File: src/design/pkc_pkg.sv
`default_nettype none

package pkc_pkg;

    // Default packet size limit; bytes beyond it are dropped.
    localparam int MAX_BYTES_DEF = 256;

    // Reflected CRC-32 polynomial and initial value.
    localparam logic [31:0] CRC_POLY = 32'hEDB8_8320;
    localparam logic [31:0] CRC_INIT = 32'hFFFF_FFFF;

    // Reset value of the expected start marker.
    localparam logic [31:0] MARKER_RESET = 32'hAA55_AA55;

    // Bytes in the marker word and in the CRC word.
    localparam int WORD_BYTES = 4;

    // Width of the reported packet length.
    localparam int LEN_W = 9;

    // Frame status codes.
    typedef enum logic [1:0] {
        ST_OK      = 2'd0,
        ST_SHORT   = 2'd1,
        ST_CRC_ERR = 2'd2
    } t_status;

    // One input item: a packet byte and its end-of-packet flag.
    typedef struct packed {
        logic [7:0] data_byte;
        logic       last_byte;
    } t_in_item;

    // One result item, produced at the end of each packet.
    typedef struct packed {
        t_status            status;
        logic               marker_ok;
        logic [31:0]        received_crc;
        logic [31:0]        computed_crc;
        logic [LEN_W-1:0]   packet_length;
    } t_out_item;

    // Input register contents handed to the frame checker.
    typedef struct packed {
        logic     valid;
        t_in_item item;
    } t_stage;

    // One byte through the reflected CRC-32, bit by bit.
    function automatic logic [31:0] crc_feed(input logic [31:0] crc, input logic [7:0] b);
        logic [31:0] c;
        c = crc ^ {24'd0, b};
        for (int k = 0; k < 8; k++) begin
            c = c[0] ? ((c >> 1) ^ CRC_POLY) : (c >> 1);
        end
        return c;
    endfunction

endpackage

`default_nettype wire

File: src/design/pkc_in_stage.sv
`default_nettype none

module pkc_in_stage
    import pkc_pkg::*;
(
    input  wire logic     i_clk,
    input  wire logic     i_rst_n,
    input  wire logic     i_in_valid,
    output logic          o_in_ready,
    input  wire t_in_item i_in_item,
    input  wire logic     i_advance,
    output t_stage        o_stage
);

    logic     r_valid;
    t_in_item r_item;

    // The register takes a new item when it is empty or drains this cycle.
    assign o_in_ready = !r_valid || i_advance;

    // Valid flag of the input register.
    always_ff @(posedge i_clk) begin
        if (!i_rst_n) begin
            r_valid <= 1'b0;
        end else if (o_in_ready) begin
            r_valid <= i_in_valid;
        end
    end

    // Payload of the input register.
    always_ff @(posedge i_clk) begin
        if (i_in_valid && o_in_ready) begin
            r_item <= i_in_item;
        end
    end

    assign o_stage.valid = r_valid;
    assign o_stage.item  = r_item;

endmodule

`default_nettype wire

File: src/design/pkc_frame_check.sv
`default_nettype none

module pkc_frame_check
    import pkc_pkg::*;
#(
    parameter int MAX_BYTES = MAX_BYTES_DEF
)
(
    input  wire logic        i_clk,
    input  wire logic        i_rst_n,
    input  wire t_stage      i_stage,
    output logic             o_advance,
    input  wire logic        i_cfg_we,
    input  wire logic [31:0] i_cfg_wdata,
    output logic             o_out_valid,
    input  wire logic        i_out_ready,
    output t_out_item        o_out_item
);

    // The count is at least as wide as the reported length field.
    localparam int CW = ($clog2(MAX_BYTES + 1) > LEN_W) ? $clog2(MAX_BYTES + 1) : LEN_W;

    logic [31:0] r_marker;
    logic [31:0] r_crc;
    logic [31:0] r_tail;
    logic [31:0] r_head;
    logic [CW-1:0] r_count;
    logic        r_out_valid;
    t_out_item   r_out;

    logic [31:0] n_crc;
    logic [31:0] n_tail;
    logic [31:0] n_head;
    logic [CW-1:0] n_count;
    logic        kept;
    logic        in_last;
    logic        emit;
    t_out_item   n_out;

    // A byte may pass unless it ends a packet while a result still waits.
    assign in_last   = i_stage.item.last_byte;
    assign o_advance = i_stage.valid && (!in_last || !r_out_valid || i_out_ready);
    assign emit      = o_advance && in_last;

    // Packet state update for the byte in the input register.
    always_comb begin
        kept    = r_count < CW'(MAX_BYTES);
        n_crc   = r_crc;
        n_tail  = r_tail;
        n_head  = r_head;
        n_count = r_count;
        if (kept) begin
            if (r_count < CW'(WORD_BYTES)) begin
                for (int i = 0; i < WORD_BYTES; i++) begin
                    if (r_count == CW'(i)) begin
                        n_head[8*i +: 8] = i_stage.item.data_byte;
                    end
                end
            end else begin
                n_crc = crc_feed(r_crc, r_tail[7:0]);
            end
            n_tail  = {i_stage.item.data_byte, r_tail[31:8]};
            n_count = r_count + CW'(1);
        end
    end

    // Result for a packet that ends with this byte.
    always_comb begin
        n_out.packet_length = n_count[LEN_W-1:0];
        if (n_count < CW'(WORD_BYTES)) begin
            n_out.status       = ST_SHORT;
            n_out.marker_ok    = 1'b0;
            n_out.received_crc = '0;
            n_out.computed_crc = '0;
        end else begin
            n_out.status       = (n_tail == ~n_crc) ? ST_OK : ST_CRC_ERR;
            n_out.marker_ok    = (n_head == r_marker);
            n_out.received_crc = n_tail;
            n_out.computed_crc = ~n_crc;
        end
    end

    // Expected marker register.
    always_ff @(posedge i_clk) begin
        if (!i_rst_n) begin
            r_marker <= MARKER_RESET;
        end else if (i_cfg_we) begin
            r_marker <= i_cfg_wdata;
        end
    end

    // Packet state; it returns to its start values after each packet.
    always_ff @(posedge i_clk) begin
        if (!i_rst_n) begin
            r_crc   <= CRC_INIT;
            r_tail  <= '0;
            r_head  <= '0;
            r_count <= '0;
        end else if (emit) begin
            r_crc   <= CRC_INIT;
            r_tail  <= '0;
            r_head  <= '0;
            r_count <= '0;
        end else if (o_advance) begin
            r_crc   <= n_crc;
            r_tail  <= n_tail;
            r_head  <= n_head;
            r_count <= n_count;
        end
    end

    // Result register valid flag.
    always_ff @(posedge i_clk) begin
        if (!i_rst_n) begin
            r_out_valid <= 1'b0;
        end else if (emit) begin
            r_out_valid <= 1'b1;
        end else if (i_out_ready) begin
            r_out_valid <= 1'b0;
        end
    end

    // Result register payload.
    always_ff @(posedge i_clk) begin
        if (emit) begin
            r_out <= n_out;
        end
    end

    assign o_out_valid = r_out_valid;
    assign o_out_item  = r_out;

    // The kept byte count never passes the limit.
    a_count_limit: assert property (@(posedge i_clk) disable iff (!i_rst_n)
        r_count <= CW'(MAX_BYTES))
        else $error("byte count above limit");

    // A packet end must not overwrite a result that is still waiting.
    a_no_overwrite: assert property (@(posedge i_clk) disable iff (!i_rst_n)
        (r_out_valid && !i_out_ready && i_stage.valid && in_last) |-> !o_advance)
        else $error("pending result overwritten");

    // After a packet ends, the state starts over.
    a_restart: assert property (@(posedge i_clk) disable iff (!i_rst_n)
        emit |=> (r_count == '0 && r_crc == CRC_INIT && r_head == '0))
        else $error("packet state not cleared");

    // A short packet reports fewer than four bytes and zero fields.
    a_short: assert property (@(posedge i_clk) disable iff (!i_rst_n)
        (r_out_valid && r_out.status == ST_SHORT) |->
        (r_out.packet_length < LEN_W'(WORD_BYTES) && r_out.computed_crc == '0))
        else $error("inconsistent short packet result");

endmodule

`default_nettype wire

File: src/design/packet_crc32_checker_unit.sv
// An accepted item first enters the input register; when a packet's last byte leaves it,
// the packet's result is written into the result register, where it waits to be taken.
// Throughput: one byte per cycle; the byte-wide CRC update sits between the input
// register and the packet state. Only a packet's last byte stalls, while a result waits.
// Reset is synchronous and active low: packet state clears and the marker is 0xAA55AA55.
`default_nettype none

module packet_crc32_checker_unit
    import pkc_pkg::*;
#(
    parameter int MAX_BYTES = MAX_BYTES_DEF
)
(
    input  wire logic        i_clk,
    input  wire logic        i_rst_n,
    input  wire logic        i_in_valid,
    output logic             o_in_ready,
    input  wire t_in_item    i_in_item,
    output logic             o_out_valid,
    input  wire logic        i_out_ready,
    output t_out_item        o_out_item,
    input  wire logic        i_cfg_we,
    input  wire logic [31:0] i_cfg_wdata
);

    t_stage stage;
    logic   advance;

    // Input register.
    pkc_in_stage u_in_stage (
        .i_clk      (i_clk),
        .i_rst_n    (i_rst_n),
        .i_in_valid (i_in_valid),
        .o_in_ready (o_in_ready),
        .i_in_item  (i_in_item),
        .i_advance  (advance),
        .o_stage    (stage)
    );

    // Packet state, CRC update and result register.
    pkc_frame_check #(
        .MAX_BYTES (MAX_BYTES)
    ) u_frame_check (
        .i_clk       (i_clk),
        .i_rst_n     (i_rst_n),
        .i_stage     (stage),
        .o_advance   (advance),
        .i_cfg_we    (i_cfg_we),
        .i_cfg_wdata (i_cfg_wdata),
        .o_out_valid (o_out_valid),
        .i_out_ready (i_out_ready),
        .o_out_item  (o_out_item)
    );

endmodule

`default_nettype wire

File: config.mk
export PLATFORM = sky130hd
export DESIGN_NAME = packet_crc32_checker_unit
export DESIGN_NICKNAME = d
export VERILOG_FILES = /design/src/design/pkc_pkg.sv /design/src/design/pkc_in_stage.sv /design/src/design/pkc_frame_check.sv /design/src/design/packet_crc32_checker_unit.sv
export SDC_FILE = /design/constraint.sdc
export NUM_CORES = 1
export LEC_CHECK = 0
export BUFFER_PORTS_ARGS = -buffer_cell sky130_fd_sc_hd__buf_2
export CAP_MARGIN = 20
export CORE_MARGIN = 2
export CORE_UTILIZATION = 54
export CTS_BUF_LIST = sky130_fd_sc_hd__clkbuf_16
export DETAILED_ROUTE_END_ITERATION = 8
export GPL_ROUTABILITY_DRIVEN = 0
export MAX_ROUTING_LAYER = met4
export PLACE_DENSITY = 0.87
export RECOVER_POWER = 100
export SKIP_CTS_REPAIR_TIMING = 1
export SYNTH_ARGS = -nofsm -noshare
export SYNTH_HDL_FRONTEND = slang
export SYNTH_SLANG_ARGS = --single-unit
File: constraint.sdc
create_clock -name i_clk -period 4.1 [get_ports i_clk]
set_input_delay 1.23 -clock i_clk [delete_from_list [all_inputs] [get_ports i_clk]]
set_output_delay 1.23 -clock i_clk [all_outputs]
set_load 0.02 [all_outputs]
After elaboration in Yosys (flattened, before gate mapping)

Index checks and enable logic that the tools add are counted.

Register bits: 224

Add/sub/neg operators: 1
$lt $le $gt $ge: 3
Equal/unequal tests: 5
Muxes and demuxes: 21
Bitwise operators: 11
Reductions and logical operators: 12

Operator list:

| kind                                                                  | count |
|---|---|
| 32-bit two-way mux                                                    | 13 |
| 13-bit NOT with 14-bit output                                         | 8 |
| 32-bit == test                                                        | 2 |
| 8-bit two-way mux                                                     | 4 |
| 32-bit NOT                                                            | 1 |
| 32-bit by 8-bit bitwise XOR with 32-bit output                        | 1 |
| 9-bit by 2-bit == test with 1-bit output (second input constant)      | 2 |
| 9-bit by 3-bit < comparator with 1-bit output (second input constant) | 2 |
| 9-bit by 1-bit adder with 9-bit output (second input constant)        | 1 |
| 9-bit by 1-bit == test with 1-bit output (second input constant)      | 1 |
| 9-bit zero test                                                       | 1 |
| 9-bit < comparator (second input constant)                            | 1 |
| 9-bit two-way mux                                                     | 1 |
| 1-bit logical AND                                                     | 3 |
| 1-bit zero test                                                       | 3 |
| 1-bit logical OR                                                      | 3 |
| 1-bit two-way mux                                                     | 2 |
| 2-bit two-way mux                                                     | 1 |
| 2-bit nonzero test                                                    | 1 |
| 2-bit OR reduction                                                    | 1 |
| 1-bit NOT                                                             | 1 |

Logic depth before layout (Yosys ltp)

Word-level depth: 22
Mapped depth: 12

Cells and area by module

From an unflattened synthesis, not the netlist that was laid out.

Cells, all modules: 1097
Area, all modules: 11283.3 um2

Modules (own cells, without submodules):

| module          | instances | cells each | area an instance (um2) |
|---|---|---|---|
| pkc_frame_check | 1         | 1082       | 10948.0 |
| pkc_in_stage    | 1         | 15         | 335.3 |

Worst setup path before layout

Ideal clock, no wire load.

Kind: input -> register
From: input i_out_ready
To: register u_frame_check.r_tail[13]
Library setup time: 0.138 ns
Arrival time: 4.112 ns
Required time: 3.962 ns
Setup slack: -0.150 ns
Stages: 7
Path through: nor2b_1 nand2_1 and3_1 nand2b_1 clkbuf_1 clkbuf_1 a211oi_1

Cells in the longest elaborated chain, start to end: 4

RTL lines:

| element                             | RTL line                        | RTL |
|---|---|---|
| start: declaration                  | packet_crc32_checker_unit.sv:20 | `input wire logic i_out_ready,` |
| 1-bit logical OR                    | pkc_frame_check.sv:42           | `assign o_advance = i_stage.valid && (!in_last \|\| !r_out_valid \|\| i_out_ready);` |
| 1-bit logical AND                   | pkc_frame_check.sv:42           |  |
| 1-bit logical AND                   | pkc_frame_check.sv:43           | `assign emit = o_advance && in_last;` |
| named net u_frame_check.emit        | pkc_frame_check.sv:37           | `logic emit;` |
| 2-bit OR reduction (no source line) | n/a                             |  |
| end signal: assignment              | pkc_frame_check.sv:106          | `r_tail <= n_tail;` |
| end: declaration                    | pkc_frame_check.sv:25           | `logic [31:0] r_tail;` |

The timed path passes the listed nets, and every way through them passes these cells.
A chain may end at the register's enable or synchronous reset.

Final worst setup path

From: input i_out_ready
To: register u_frame_check.r_head[26]

Cells in the longest elaborated chain, start to end: 4

RTL lines:

| element                             | RTL line               | RTL |
|---|---|---|
| 1-bit logical OR                    | pkc_frame_check.sv:42  |  |
| 1-bit logical AND                   | pkc_frame_check.sv:42  |  |
| 1-bit logical AND                   | pkc_frame_check.sv:43  |  |
| named net u_frame_check.emit        | pkc_frame_check.sv:37  |  |
| 2-bit OR reduction (no source line) | n/a                    |  |
| end signal: assignment              | pkc_frame_check.sv:107 | `r_head <= n_head;` |
| end: declaration                    | pkc_frame_check.sv:26  | `logic [31:0] r_head;` |

The timed path passes the listed nets, and every way through them passes these cells.

==> results by stage <==
Run status:
- The run finished, with violations left.
- The checks that failed: DRC, capacitance limit, slew limit.

STA:
- The worst pin sits at a relative slew slack of -0.4352.
- The aggregate negative setup slack is 0 ns.
- Of the available clock period, the critical path in the final layout requires 0.8490.
- The number of endpoints with negative hold slack in the final report is 0.
- The measured slew at the worst slew-check pin is 2.153 ns.
- The final-report max-slew violation count is 64.
- The number of failing setup endpoints in the final timing report is 0.
- The final period demand of the worst path is 3.481 ns.
- The achievable frequency is 287.3 MHz.
- Setup repair after global routing left no endpoint under its margin.
- The worst clock skew on the final layout is 0.01347 ns.

Global route:
- The total overflow left after global routing is 0.
- The global-route track usage on met3 is 0.05152.
- For this run, global-route usage on met2 was measured as 0.4332.
- The routing usage on met1 is 0.3380.
- The initial antenna violation count is 0.
- Entering global routing, the biggest net connects 57 pins.
- The global-route wire length before repair is 46.90 mm.
- The global-route usage over all layers is 0.2742.
- The via count of the first global-routing pass is 8551.
- met2 is the most crowded layer.

Critical path:
- STA puts the critical path data required time at roughly 4.5 ns.
- The launching element type of the critical path is an input port.
- The endpoint of the most critical register-to-register path is u_frame_check.o_out_item[31].
- The sort of element at the end of the critical path is a flop.
- The start of the worst register-to-register path is u_frame_check.r_count[8].
- The worst stage delay on the critical path is 1.19 ns.
- The signal arrival time at the worst endpoint is approximately 3.9 ns.
- The largest individual stage delay along the critical path comes from the cell and3_1.
- The type of the worst setup path is in2reg.
- Measured in cells, the most critical reg-to-reg path has a length of 7.
- For flop-to-flop paths, the worst setup slack is 0.64 ns.
- The top fanout value on the critical path is 30.
- The critical path goes through buf_2, nor2b_1, nand2_1, and3_1, nand2b_2, buf_4, a21oi_1.

Synth:
- The instance count of the mapped netlist is 1127.
- By count the netlist is led by nand2_1 (153), dfxtp_1 (139), nor2_1 (102).
- Of the post-synthesis cell area, the dominant cell type holds 0.2397.
- The area of the mapped netlist is 11610 sq um.
- The total of flip-flops plus latches after synthesis is 224.
- The share of synthesized registers carrying an async set or reset is 0.
- After synthesis, the netlist uses between 60 and 70 different library cells.
- The average instance in the mapped netlist occupies 10.30 sq um.
- The leading area contributor after synthesis is dfxtp_1.
- The portion of the post-synthesis area used by sequential elements is 0.4596.
- The number of nets handed over by synthesis was 1177.
- By area the synthesized netlist is led by dfxtp_1 (24%), edfxtp_1 (22%), mux2i_1 (8.4%).
- The yosys synthesis warning count is 0.
- The flip-flop cell with the highest count after synthesis is dfxtp_1.
- The number of flops mapped to enable cells by yosys is 85.
- The cell with the most instances after synthesis is nand2_1.

Clock network:
- CTS built an H-tree with a depth of 1.
- TritonCTS built the clock tree.
- In this run, CTS created clock tree buffers numbering 23.
- In this run the clock root is driven by a clkbuf_16.
- The maximum buffer depth of the clock tree is 3.
- The clock insertion delay at the later pin of the skew report is about 0.52 ns.
- The clock drives 224 sinks.
- The clock input transition at the sequential cells of the worst setup and hold paths is about 0.06 ns.

Place:
- In this run the tool buffered the top-level ports with 123 buffer cells.
- Detailed placement finished with a half-perimeter wire length of 21.73 mm.
- After detailed placement, the design holds a cell count of roughly 1500.

Finish:
- The final net count is ~1300.
- The count of placed standard cells in the final layout, fillers left out is 1509.
- Relative to the synthesized area, the layout overhead comes to 12.28%.
- In the final layout, the share of cells above drive strength 1 is 0.1053.
- The final core utilization is 0.6180.
- Fill cells in the final layout number 1714.
- The number of antenna diodes in the final layout is 0.

Die:
- Row generation in the floorplan step produced 53 rows.
- The effective utilization at floorplan is 0.5504.
- The number of I/O pins is 124.
- The die is 150.6 um tall.
- The die outline area is 22680 sq um.
- The floorplan core area is approximately 21000 sq um.
- In this run the horizontal extent of the chip is ~150 um.

Power and ir drop:
- The power density over the cells is 378.8 nW/um^2.
- The reported leakage power is ~5.1 nW.
- The maximum vdd ir drop is 0.2831 mV.

Drt:
- After detailed routing, the total wire length is 30.35 mm.
- The routed length per placed instance is between 20 and 25 um.
- The vias per cell is 6.055.
- The first-iteration detailed-routing DRC count is 1078.
- Across all layers, the routed design uses a little over 9000 vias.
- In this run the remaining antenna-violating nets after routing total 0.
- In the routed design, unresolved DRC markers number 26.
- The iteration count of the initial detailed-routing pass is 9.

Worst hold path:
- Counting instances, the worst hold path has a depth of 2.
- The type of the tightest min-delay check is reg2reg.
- In this run the most critical hold path is launched from u_frame_check.r_head[6].
- The sink of the worst hold path is u_frame_check.r_head[6].

Run:
- The tool flagged a number of max-cap violations equal to 2.
flip-flops by register name (all words and copies together), names as in the netlist:
name and count:
u_frame_check.r_head 32, u_frame_check.r_count 9, u_frame_check.o_out_item 76, u_frame_check.o_out_valid 1, u_in_stage.r_valid 1, u_frame_check.r_marker 32
u_frame_check.r_tail 32, u_in_stage.o_stage 9, u_frame_check.r_crc 32
kinds of logic after synthesis:
group           synth area share
xor+xnor                  0.1621
compound gates            0.1197
mux                      0.09044
fa+ha+maj               0.004312
simple gates              0.1270
buf+inv                  0.03686
flops                     0.4596
cell usage in the layout (no fill, tap or decap), drive strengths merged, types with 17 or more instances in the layout:
master  instances
mux2i          97
xor2           33
nand2         153
buf            67
clkbuf        105
nor2b          25
dfxtp         139
a21oi          62
inv            34
o21ai          17
xnor3          29
a211oi         41
o211ai         35
nor2          102
edfxtp         85
xnor2          80
cell type report:
cell class | count | area, sq um | share of cell area
well taps | 275 | 344.1 | 0.02640
inverters | 25 | 93.84 | 0.007200
flip-flops and latches | 224 | 5335 | 0.4094
repair buffers | 149 | 703.2 | 0.05396
clock inverters | 18 | 131.4 | 0.01008
multi-input cells | 795 | 5849 | 0.4488
clock buffers | 23 | 575.6 | 0.04416
layer usage:
metal	wire length (um)	vias up
li1	-	4150
met1	11230	4292
met2	14180	543
met3	3172	152
met4	1763	0
met5	0	-
worst max-delay path, delay by kind of cell:
| kind | cells | cell delay [ns] |
|---|---|---|
| buffers and inverters | 2 | 0.48 |
| and+or+nand+nor | 4 | 2.04 |
| AOI/OAI and AO/OA | 1 | 0.08 |
through the flow:
step	worst slack, ns	instance area [sq um]	power (mW)	hold slack [ns]
detailed placement	0.8329	12430	2.988	0.4523
global placement	0.9191	12430	2.972	0.4411
finish	0.6193	13030	4.937	0.4596
floorplan	0.7196	11610	2.829	0.4360
global route	0.3441	13030	5.082	0.4772
CTS	0.8679	13140	4.959	0.4608
worst max-delay path by stage:
stage	startpoint	end	cells past startpoint
after floorplan	i_out_ready	u_frame_check.r_tail[13]	7
after global placement	u_frame_check.r_count[8]	u_frame_check.o_out_item[73]	9
after detailed placement	u_frame_check.r_count[8]	u_frame_check.o_out_item[73]	9
after CTS	u_frame_check.r_count[8]	u_frame_check.o_out_item[73]	9
after global routing	u_frame_check.r_count[8]	u_frame_check.o_out_item[14]	7
final	i_out_ready	u_frame_check.r_head[26]	7
where the power goes:
part	switching, mW	internal (mW)	leakage, nW
clock network	0.846	1.14	0.372
logic	0.305	0.218	2.81
registers	0.0615	2.37	1.93
(Power assumes the default switching activity.)
